===== src/rtl/core/assert_macros.svh =====
`ifndef ASSERT_MACROS_SVH
`define ASSERT_MACROS_SVH

// Same-cycle implication, sampled on clk, off while rst_n is low.
`define ASSERT_IMPL(label, ante, cons, msg) \
    label: assert property (@(posedge clk) disable iff (!rst_n) (ante) |-> (cons)) \
        else $error(msg);

// Next-cycle implication, sampled on clk, off while rst_n is low.
`define ASSERT_NEXT(label, ante, cons, msg) \
    label: assert property (@(posedge clk) disable iff (!rst_n) (ante) |=> (cons)) \
        else $error(msg);

`endif


===== src/rtl/core/ssoc_pkg.sv =====
`timescale 1ns / 1ps
`default_nettype none

package ssoc_pkg;

    localparam int RANGE_W     = 16;
    localparam int IDX_W       = 10;
    localparam int SUM_W       = 26;
    localparam int THR_W       = 16;
    localparam int CFG_ADDR_W  = 3;
    localparam int OUT_DATA_W  = 88;
    localparam int QUEUE_DEPTH = 4;

    localparam logic [CFG_ADDR_W-1:0] REG_THRESHOLD    = 3'd0;
    localparam logic [CFG_ADDR_W-1:0] REG_LEFT_START   = 3'd1;
    localparam logic [CFG_ADDR_W-1:0] REG_LEFT_END     = 3'd2;
    localparam logic [CFG_ADDR_W-1:0] REG_CENTER_START = 3'd3;
    localparam logic [CFG_ADDR_W-1:0] REG_CENTER_END   = 3'd4;
    localparam logic [CFG_ADDR_W-1:0] REG_RIGHT_START  = 3'd5;
    localparam logic [CFG_ADDR_W-1:0] REG_RIGHT_END    = 3'd6;

    localparam logic [THR_W-1:0]   THRESHOLD_RESET = 16'd300;
    localparam logic [RANGE_W-1:0] SMALL_RANGE_MM  = 16'd10;

    // floor(p / 5) = (p * 52429) >> 18, exact for p below 2^18
    localparam logic [RANGE_W-1:0] DIV5_MAGIC = 16'd52429;
    localparam int                 DIV5_SHIFT = 18;

    typedef struct packed {
        logic [IDX_W-1:0] left_start;
        logic [IDX_W-1:0] left_end;
        logic [IDX_W-1:0] center_start;
        logic [IDX_W-1:0] center_end;
        logic [IDX_W-1:0] right_start;
        logic [IDX_W-1:0] right_end;
    } win_cfg_t;

    typedef struct packed {
        logic [SUM_W-1:0] left;
        logic [SUM_W-1:0] center;
        logic [SUM_W-1:0] right;
    } limits_t;

    typedef struct packed {
        logic [RANGE_W-1:0] corr;
        logic               in_left;
        logic               in_center;
        logic               in_right;
        logic               last;
    } entry_t;

    // threshold * width; zero for an empty window so that no sum is below it
    function automatic logic [SUM_W-1:0] win_limit(input logic [THR_W-1:0] thr,
                                                   input logic [IDX_W-1:0] lo,
                                                   input logic [IDX_W-1:0] hi);
        logic [IDX_W-1:0] diff;
        logic [SUM_W-1:0] width;
        logic [SUM_W-1:0] thr_ext;
        diff    = hi - lo;
        width   = {{(SUM_W-IDX_W){1'b0}}, diff};
        thr_ext = {{(SUM_W-THR_W){1'b0}}, thr};
        if (hi > lo)
            return thr_ext * width;
        else
            return '0;
    endfunction

    // floor(6 * p / 5) = p + floor(p / 5), saturated to the range width
    function automatic logic [RANGE_W-1:0] scale_6_5(input logic [RANGE_W-1:0] p);
        logic [2*RANGE_W-1:0] prod;
        logic [RANGE_W:0]     sum;
        prod = {{RANGE_W{1'b0}}, p} * {{RANGE_W{1'b0}}, DIV5_MAGIC};
        sum  = {1'b0, p} + {{(RANGE_W+1-(2*RANGE_W-DIV5_SHIFT)){1'b0}},
                            prod[2*RANGE_W-1:DIV5_SHIFT]};
        if (sum[RANGE_W])
            return '1;
        else
            return sum[RANGE_W-1:0];
    endfunction

endpackage

`default_nettype wire


===== src/rtl/core/ssoc_front.sv =====
`timescale 1ns / 1ps
`default_nettype none

`include "assert_macros.svh"

module ssoc_front
    import ssoc_pkg::*;
#(
    parameter int SCAN_LEN = 1024
)
(
    input  wire logic               clk,
    input  wire logic               rst_n,
    input  wire logic               in_valid,
    input  wire logic [RANGE_W-1:0] in_range,
    input  wire logic               in_last,
    input  wire win_cfg_t           win,
    input  wire logic               q_full,
    output logic                    in_ready,
    output logic                    push,
    output entry_t                  push_entry
);

    localparam int CNT_W = $clog2(SCAN_LEN + 1);
    localparam int CMP_W = (CNT_W > IDX_W) ? CNT_W : IDX_W;
    localparam logic [CNT_W-1:0] CNT_MAX = CNT_W'(SCAN_LEN);

    logic [CNT_W-1:0]   count_reg, count_next;
    logic [RANGE_W-1:0] prev_reg, prev_next;
    logic [CMP_W-1:0]   idx;
    logic               in_scan;
    logic               fill_in;
    logic [RANGE_W-1:0] corr;

    assign in_ready = !q_full;
    assign push     = in_valid && in_ready;

    assign idx     = CMP_W'(count_reg);
    assign in_scan = count_reg < CNT_MAX;
    // dropout: a tiny reading past the first index takes 6/5 of the previous corrected value
    assign fill_in = (in_range <= SMALL_RANGE_MM) && (count_reg != '0);
    assign corr    = fill_in ? scale_6_5(prev_reg) : in_range;

    always_comb
    begin
        push_entry.corr      = corr;
        push_entry.in_left   = in_scan && (idx >= CMP_W'(win.left_start))
                               && (idx < CMP_W'(win.left_end));
        push_entry.in_center = in_scan && (idx >= CMP_W'(win.center_start))
                               && (idx < CMP_W'(win.center_end));
        push_entry.in_right  = in_scan && (idx >= CMP_W'(win.right_start))
                               && (idx < CMP_W'(win.right_end));
        push_entry.last      = in_last;
    end

    always_comb
    begin
        count_next = count_reg;
        prev_next  = prev_reg;
        if (push)
        begin
            prev_next = corr;
            if (in_last)
                count_next = '0;
            else if (in_scan)
                count_next = count_reg + 1'b1;
        end
    end

    always_ff @(posedge clk or negedge rst_n)
    begin
        if (!rst_n)
        begin
            count_reg <= '0;
            prev_reg  <= '0;
        end
        else
        begin
            count_reg <= count_next;
            prev_reg  <= prev_next;
        end
    end

    `ASSERT_NEXT(a_index_clear, push && in_last, count_reg == '0,
                 "sample index not cleared after last sample")
    `ASSERT_IMPL(a_index_bound, 1'b1, count_reg <= CNT_MAX,
                 "sample index past scan length")

endmodule

`default_nettype wire


===== src/rtl/core/ssoc_queue.sv =====
`timescale 1ns / 1ps
`default_nettype none

`include "assert_macros.svh"

module ssoc_queue
    import ssoc_pkg::*;
(
    input  wire logic   clk,
    input  wire logic   rst_n,
    input  wire logic   push,
    input  wire entry_t push_entry,
    input  wire logic   pop,
    output logic        full,
    output logic        head_valid,
    output entry_t      head
);

    localparam int PTR_W = $clog2(QUEUE_DEPTH);
    localparam int CNT_W = $clog2(QUEUE_DEPTH + 1);
    localparam logic [CNT_W-1:0] CNT_FULL = CNT_W'(QUEUE_DEPTH);

    entry_t           slot_reg [QUEUE_DEPTH];
    logic [PTR_W-1:0] wr_ptr_reg, wr_ptr_next;
    logic [PTR_W-1:0] rd_ptr_reg, rd_ptr_next;
    logic [CNT_W-1:0] count_reg, count_next;

    assign full       = count_reg == CNT_FULL;
    assign head_valid = count_reg != '0;
    assign head       = slot_reg[rd_ptr_reg];

    always_comb
    begin
        wr_ptr_next = wr_ptr_reg;
        rd_ptr_next = rd_ptr_reg;
        count_next  = count_reg;
        if (push)
            wr_ptr_next = wr_ptr_reg + 1'b1;
        if (pop)
            rd_ptr_next = rd_ptr_reg + 1'b1;
        if (push && !pop)
            count_next = count_reg + 1'b1;
        else if (pop && !push)
            count_next = count_reg - 1'b1;
    end

    always_ff @(posedge clk)
    begin
        if (push)
            slot_reg[wr_ptr_reg] <= push_entry;
    end

    always_ff @(posedge clk or negedge rst_n)
    begin
        if (!rst_n)
        begin
            wr_ptr_reg <= '0;
            rd_ptr_reg <= '0;
            count_reg  <= '0;
        end
        else
        begin
            wr_ptr_reg <= wr_ptr_next;
            rd_ptr_reg <= rd_ptr_next;
            count_reg  <= count_next;
        end
    end

    `ASSERT_IMPL(a_no_overflow, push, !full || pop, "push into full queue")
    `ASSERT_IMPL(a_no_underflow, pop, head_valid, "pop from empty queue")

endmodule

`default_nettype wire


===== src/rtl/core/ssoc_back.sv =====
`timescale 1ns / 1ps
`default_nettype none

`include "assert_macros.svh"

module ssoc_back
    import ssoc_pkg::*;
(
    input  wire logic                  clk,
    input  wire logic                  rst_n,
    input  wire logic                  head_valid,
    input  wire entry_t                head,
    input  wire limits_t               limits,
    input  wire logic                  out_ready,
    output logic                       pop,
    output logic                       out_valid,
    output logic [OUT_DATA_W-1:0]      out_data
);

    logic [SUM_W-1:0] left_acc_reg, left_acc_next;
    logic [SUM_W-1:0] center_acc_reg, center_acc_next;
    logic [SUM_W-1:0] right_acc_reg, right_acc_next;
    logic [SUM_W-1:0] left_sum, center_sum, right_sum;
    logic [SUM_W-1:0] corr_ext;
    logic             left_hit, center_hit, right_hit;
    logic             out_valid_reg, out_valid_next;
    logic [OUT_DATA_W-1:0] out_data_reg, out_data_next;

    // a non-final sample never waits on the output side
    assign pop = head_valid && (!head.last || !out_valid_reg || out_ready);

    assign corr_ext   = {{(SUM_W-RANGE_W){1'b0}}, head.corr};
    assign left_sum   = left_acc_reg + (head.in_left ? corr_ext : '0);
    assign center_sum = center_acc_reg + (head.in_center ? corr_ext : '0);
    assign right_sum  = right_acc_reg + (head.in_right ? corr_ext : '0);

    assign left_hit   = left_sum < limits.left;
    assign center_hit = center_sum < limits.center;
    assign right_hit  = right_sum < limits.right;

    always_comb
    begin
        left_acc_next   = left_acc_reg;
        center_acc_next = center_acc_reg;
        right_acc_next  = right_acc_reg;
        out_valid_next  = out_valid_reg && !out_ready;
        out_data_next   = out_data_reg;
        if (pop)
        begin
            if (head.last)
            begin
                left_acc_next   = '0;
                center_acc_next = '0;
                right_acc_next  = '0;
                out_valid_next  = 1'b1;
                out_data_next   = {{(OUT_DATA_W-6-3*SUM_W){1'b0}},
                                   right_sum, center_sum, left_sum,
                                   right_hit, center_hit, left_hit,
                                   left_hit, right_hit, center_hit};
            end
            else
            begin
                left_acc_next   = left_sum;
                center_acc_next = center_sum;
                right_acc_next  = right_sum;
            end
        end
    end

    always_ff @(posedge clk)
    begin
        out_data_reg <= out_data_next;
    end

    always_ff @(posedge clk or negedge rst_n)
    begin
        if (!rst_n)
        begin
            left_acc_reg   <= '0;
            center_acc_reg <= '0;
            right_acc_reg  <= '0;
            out_valid_reg  <= 1'b0;
        end
        else
        begin
            left_acc_reg   <= left_acc_next;
            center_acc_reg <= center_acc_next;
            right_acc_reg  <= right_acc_next;
            out_valid_reg  <= out_valid_next;
        end
    end

    assign out_valid = out_valid_reg;
    assign out_data  = out_data_reg;

    `ASSERT_NEXT(a_acc_clear, pop && head.last,
                 left_acc_reg == '0 && center_acc_reg == '0 && right_acc_reg == '0,
                 "window sums not cleared after scan end")
    `ASSERT_NEXT(a_result_loaded, pop && head.last, out_valid_reg,
                 "scan end popped without a result")

endmodule

`default_nettype wire


===== src/rtl/core/scan_sector_obstacle_classifier.sv =====
// Path: each accepted sample is written into the queue; the last sample of a scan,
//   once earlier samples have left the queue, loads the result register behind m_tdata.
// Throughput: one sample per cycle while the queue is not full; a 4-entry queue lets
//   the sample side run on while a result waits for the taker, one result per scan.
// Reset: asynchronous, active low; clears index, sums, queue and output, and loads
//   the registers with threshold 300 mm and all window bounds 0.
`timescale 1ns / 1ps
`default_nettype none

module scan_sector_obstacle_classifier
    import ssoc_pkg::*;
#(
    parameter int SCAN_LEN = 1024
)
(
    input  wire logic                  clk,
    input  wire logic                  rst_n,
    input  wire logic                  s_tvalid,
    output logic                       s_tready,
    input  wire logic [RANGE_W-1:0]    s_tdata,   // [15:0] range_mm
    input  wire logic                  s_tlast,   // last_sample
    output logic                       m_tvalid,
    input  wire logic                  m_tready,
    // [2:0] position_code, [3] left_hit, [4] center_hit, [5] right_hit,
    // [31:6] left_total, [57:32] center_total, [83:58] right_total, [87:84] zero
    output logic [OUT_DATA_W-1:0]      m_tdata,
    input  wire logic                  cfg_valid,
    output logic                       cfg_ready,
    input  wire logic [CFG_ADDR_W-1:0] cfg_index,
    input  wire logic [THR_W-1:0]      cfg_data
);

    logic [THR_W-1:0] threshold_reg;
    win_cfg_t         win_reg;
    limits_t          limits_reg, limits_next;
    logic             cfg_write;
    logic             q_full, q_push, q_pop, q_head_valid;
    entry_t           q_push_entry, q_head;

    assign cfg_ready = 1'b1;
    assign cfg_write = cfg_valid && cfg_ready;

    always_ff @(posedge clk or negedge rst_n)
    begin
        if (!rst_n)
        begin
            threshold_reg <= THRESHOLD_RESET;
            win_reg       <= '0;
        end
        else if (cfg_write)
        begin
            case (cfg_index)
                REG_THRESHOLD:    threshold_reg        <= cfg_data;
                REG_LEFT_START:   win_reg.left_start   <= cfg_data[IDX_W-1:0];
                REG_LEFT_END:     win_reg.left_end     <= cfg_data[IDX_W-1:0];
                REG_CENTER_START: win_reg.center_start <= cfg_data[IDX_W-1:0];
                REG_CENTER_END:   win_reg.center_end   <= cfg_data[IDX_W-1:0];
                REG_RIGHT_START:  win_reg.right_start  <= cfg_data[IDX_W-1:0];
                REG_RIGHT_END:    win_reg.right_end    <= cfg_data[IDX_W-1:0];
                default:          ;
            endcase
        end
    end

    // threshold * width per window, kept registered; a write reaches it through the setting registers
    always_comb
    begin
        limits_next.left   = win_limit(threshold_reg, win_reg.left_start, win_reg.left_end);
        limits_next.center = win_limit(threshold_reg, win_reg.center_start,
                                       win_reg.center_end);
        limits_next.right  = win_limit(threshold_reg, win_reg.right_start, win_reg.right_end);
    end

    always_ff @(posedge clk)
    begin
        limits_reg <= limits_next;
    end

    ssoc_front #(
        .SCAN_LEN (SCAN_LEN)
    ) u_front (
        .clk        (clk),
        .rst_n      (rst_n),
        .in_valid   (s_tvalid),
        .in_range   (s_tdata),
        .in_last    (s_tlast),
        .win        (win_reg),
        .q_full     (q_full),
        .in_ready   (s_tready),
        .push       (q_push),
        .push_entry (q_push_entry)
    );

    ssoc_queue u_queue (
        .clk        (clk),
        .rst_n      (rst_n),
        .push       (q_push),
        .push_entry (q_push_entry),
        .pop        (q_pop),
        .full       (q_full),
        .head_valid (q_head_valid),
        .head       (q_head)
    );

    ssoc_back u_back (
        .clk        (clk),
        .rst_n      (rst_n),
        .head_valid (q_head_valid),
        .head       (q_head),
        .limits     (limits_reg),
        .out_ready  (m_tready),
        .pop        (q_pop),
        .out_valid  (m_tvalid),
        .out_data   (m_tdata)
    );

endmodule

`default_nettype wire


===== config.mk =====
export PLATFORM = sky130hd
export DESIGN_NAME = scan_sector_obstacle_classifier
export DESIGN_NICKNAME = d
export VERILOG_FILES = /design/src/rtl/core/ssoc_pkg.sv /design/src/rtl/core/ssoc_front.sv /design/src/rtl/core/ssoc_queue.sv /design/src/rtl/core/ssoc_back.sv /design/src/rtl/core/scan_sector_obstacle_classifier.sv
export VERILOG_INCLUDE_DIRS = /design/src /design/src/rtl/core
export SDC_FILE = /design/constraint.sdc
export NUM_CORES = 2
export LEC_CHECK = 0
export BUFFER_PORTS_ARGS = -buffer_cell sky130_fd_sc_hd__buf_2
export CORE_ASPECT_RATIO = 2
export CORE_MARGIN = 4
export CORE_UTILIZATION = 63
export DETAILED_ROUTE_END_ITERATION = 8
export HOLD_SLACK_MARGIN = 0.12
export PLACE_DENSITY = 0.81
export SETUP_SLACK_MARGIN = 0.05
export SLEW_MARGIN = 20
export SYNTH_ARGS = -nofsm -noshare
export SYNTH_HDL_FRONTEND = slang
export SYNTH_SLANG_ARGS = --single-unit

===== constraint.sdc =====
create_clock -name clk -period 13.3 [get_ports clk]
set_input_delay 3.99 -clock clk [delete_from_list [all_inputs] [get_ports clk]]
set_output_delay 3.99 -clock clk [all_outputs]
set_load 0.02 [all_outputs]

==> reports/summary.txt <==
Pin count of the biggest net entering global routing: 83
CTS H-tree depth: 2
Register area share after synthesis: 26.0%
First-pass GRT wire length: 175000 um
Final Wtd Congestion: 1.02
Max FFs per register: 81
PostCTS Resize Cnt: 0
Postcts setup bufs: 0
Vias in the first global route: 33800
# port buffers: 126
Share of cells above drive strength 1: 8.18%
Worst hold path type: flip-flop to flip-flop
Post-synth EDFFs: 161
Post-synthesis simple-gate area fraction: 13.5%
Fin crit share: 63.0%
Area leader, netlist: fa_1
Vias/cell: 5.90
Drt drc: 0
Die H: 377 um
Main synth FF type: dfrtp_1
Largest family of logic cells by synthesized area: adder cells
Setup Total Neg Slack: 0 ns
Yosys warnings: 0
DIE WIDTH: 192 um
Endpoints failing setup: 0
Compound-Gate Fraction of Synth Area: 10.9%
Async SR Flop Fraction: 44.2%
1st-iter DRT viols: 1801
Initial core utilization: 63.8%
Initial antenna violation count: 3
Final net count: 5450
Xor and xnor area share after synthesis: 3.75%
Relative slew slack: 25.1%
CP peak stage delay: 0.89 ns
Worst skew pair latency: 0.57 ns
Syn avg cell area: 9.78 um2
Least-Margin Pin Slew: 1.12 ns
Area growth, synth to finish: 6.81%
GRT Total Usage: 31.0%
Clock Skew: 0.0171 ns
Worst path top cell family by delay: adder cells
Area share of the largest cell type after synthesis: 19.5%
Clock sinks: 428
WP data arrival: 8.89 ns
Crit path kind: flip-flop to flip-flop
Hold Violations, Final: 0
Num CTS Buffers: 39
Fill cell count: 5252
IO Pins: 132
FF+latch count, synth: 428
Drt wl/cell: 20.5 um
Pins over their slew limit: 0
Max_cap viols: 0
FP Rows: 134
Crit path launch type: flip-flop
Post-Synth Adder-Cell Area: 35.4%
Status: complete, no violations
Post-DP HPWL: 88100 um
Mux share of post-synthesis cell area: 2.49%
Tmin final: 8.38 ns
Final ANT Viol Nets: 0
DP Area: 44400 um2
CTS tree: yes
Worst EP required: 13.81 ns
Grt total ovfl: 0
First-pass DRT Iterations: 7
Post-Synthesis Cells: 4374
RSZ-0062 raised after global routing: no
CTS Hold Buffers Added: 0
Clock-pin transition on the worst setup and hold timing paths: 0.08 ns
Synth unique cells: 98
Post-route cell area: 45700 um2
Sum of buffers and inverters on the critical path: 5
Most frequent cells in the layout: inv_1, ha_1, fa_1
DRT Wirelength: 110000 um
Crit-path most repeated cell: fa_1
Crit Path Max Fanout: 13
Slowest cell on crit path: o31ai_1
Root buffer cell: clkbuf_16
DIE AREA: 72400 um2
Main area contributors after synthesis: fa_1, ha_1, edfxtp_1
Synthesized area: 42800 um2
Vias: 31600
Longest Clk Path Bufs: 3
Core Region: 67100 um2
Most common cell after layout, fill and taps aside: inv_1
Max Fclk: 0.119 GHz
CP Capture Type: flip-flop
==> synth_stat cells, types with 8 or more instances <==
library cell and number:
dfrtp_1 185, nor2_1 173, a21o_1 106, dfxtp_1 78, mux4_2 20, nor4_1 9, o211ai_1 10, a211oi_1 24
nand4_1 32, o31ai_1 15, buf_4 9, nand3_1 30, fa_1 417, nor3_1 41, a31oi_1 16, xnor2_1 102
and3_1 20, nand2_1 333, o21a_1 27, mux2_2 53, nand2b_1 66, inv_1 751, or3_1 18, o21ai_0 112
clkbuf_1 123, ha_1 545, a22o_1 50, o22a_1 11, o21ai_1 58, a21oi_1 174, o21bai_1 19, xor2_1 81
nor2b_1 69, o31a_1 8, edfxtp_1 161, and2_1 294
==> metrics by stage <==
step | hold WS, ns | utilization (%) | setup WS (ns) | cells
after global routing | 0.523 | 68.2 | 4.45 | 5360
final | 0.510 | 68.2 | 4.92 | 5362
after floorplan | 0.464 | - | 4.75 | 4377
after detailed placement | 0.483 | 66.2 | 5.00 | 5290
after CTS | 0.509 | 68.1 | 4.98 | 5360
after global placement | 0.478 | 66.2 | 5.08 | 5290
==> cells by family after synthesis <==
group / after synthesis
AND/OR/NAND/NOR: 1124
adder cells (fa/ha/maj): 962
buffers and inverters: 895
AO/OA/AOI/OAI: 705
flip-flops: 428
XOR/XNOR: 183
multiplexers: 75
other: 2
==> path summary, 6_finish.rpt <==
| kind | start | end | slack (ns) | depth (start not counted) |
|---|---|---|---|---|
| setup / recovery | u_front.prev_reg[6]$_DFFE_PN0P_ | u_front.prev_reg[1]$_DFFE_PN0P_ | 4.92 | 28 |
| hold / removal | threshold_reg[4]$_DFFE_PN0P_ | threshold_reg[4]$_DFFE_PN0P_ | 0.51 | 1 |
| setup reg to reg | u_front.prev_reg[6]$_DFFE_PN0P_ | u_front.prev_reg[1]$_DFFE_PN0P_ | 4.92 | 28 |
| hold reg to reg | threshold_reg[4]$_DFFE_PN0P_ | threshold_reg[4]$_DFFE_PN0P_ | 0.51 | 1 |
| max in group asynchronous | rst_n | win_reg[53]$_DFFE_PN0P_ | 8.43 | 2 |
| min in group asynchronous | rst_n | u_back.center_acc_reg[12]$_DFFE_PN0P_ | 3.43 | 1 |
==> layer usage <==
layer	global-route usage (%)	vias to the layer above	part of all wire [%]
met5	0	-	0.010
met4	25.0	2	10
met3	3.79	481	4.8
met2	56.2	1111	52
met1	31.3	15600	33
li1	-	14500	-
==> worst register-to-register path, delay by kind of cell (launching register included) <==
family	cells	cell delay, ns
flops	1	0.52
simple gates	4	0.53
buf+inv	5	0.42
mux	1	0.22
xor+xnor	1	0.12
compound gates	9	2.80
fa+ha+maj	8	3.71
==> area by class of cell <==
class / instances / area, um2 / area share (%)
multi-input cells: 3054 / 28400 / 62.1
inverters: 753 / 2830 / 6.18
well taps: 884 / 1110 / 2.42
flip-flops and latches: 428 / 11100 / 24.4
diodes: 2 / 5.00 / 0.0109
clock inverters: 21 / 181 / 0.397
clock buffers: 49 / 1100 / 2.40
repair buffers: 171 / 977 / 2.14
Power is left out: the tool's default activity adds up to more than one toggle a clock period on the data nets, which glitch-free logic cannot reach.
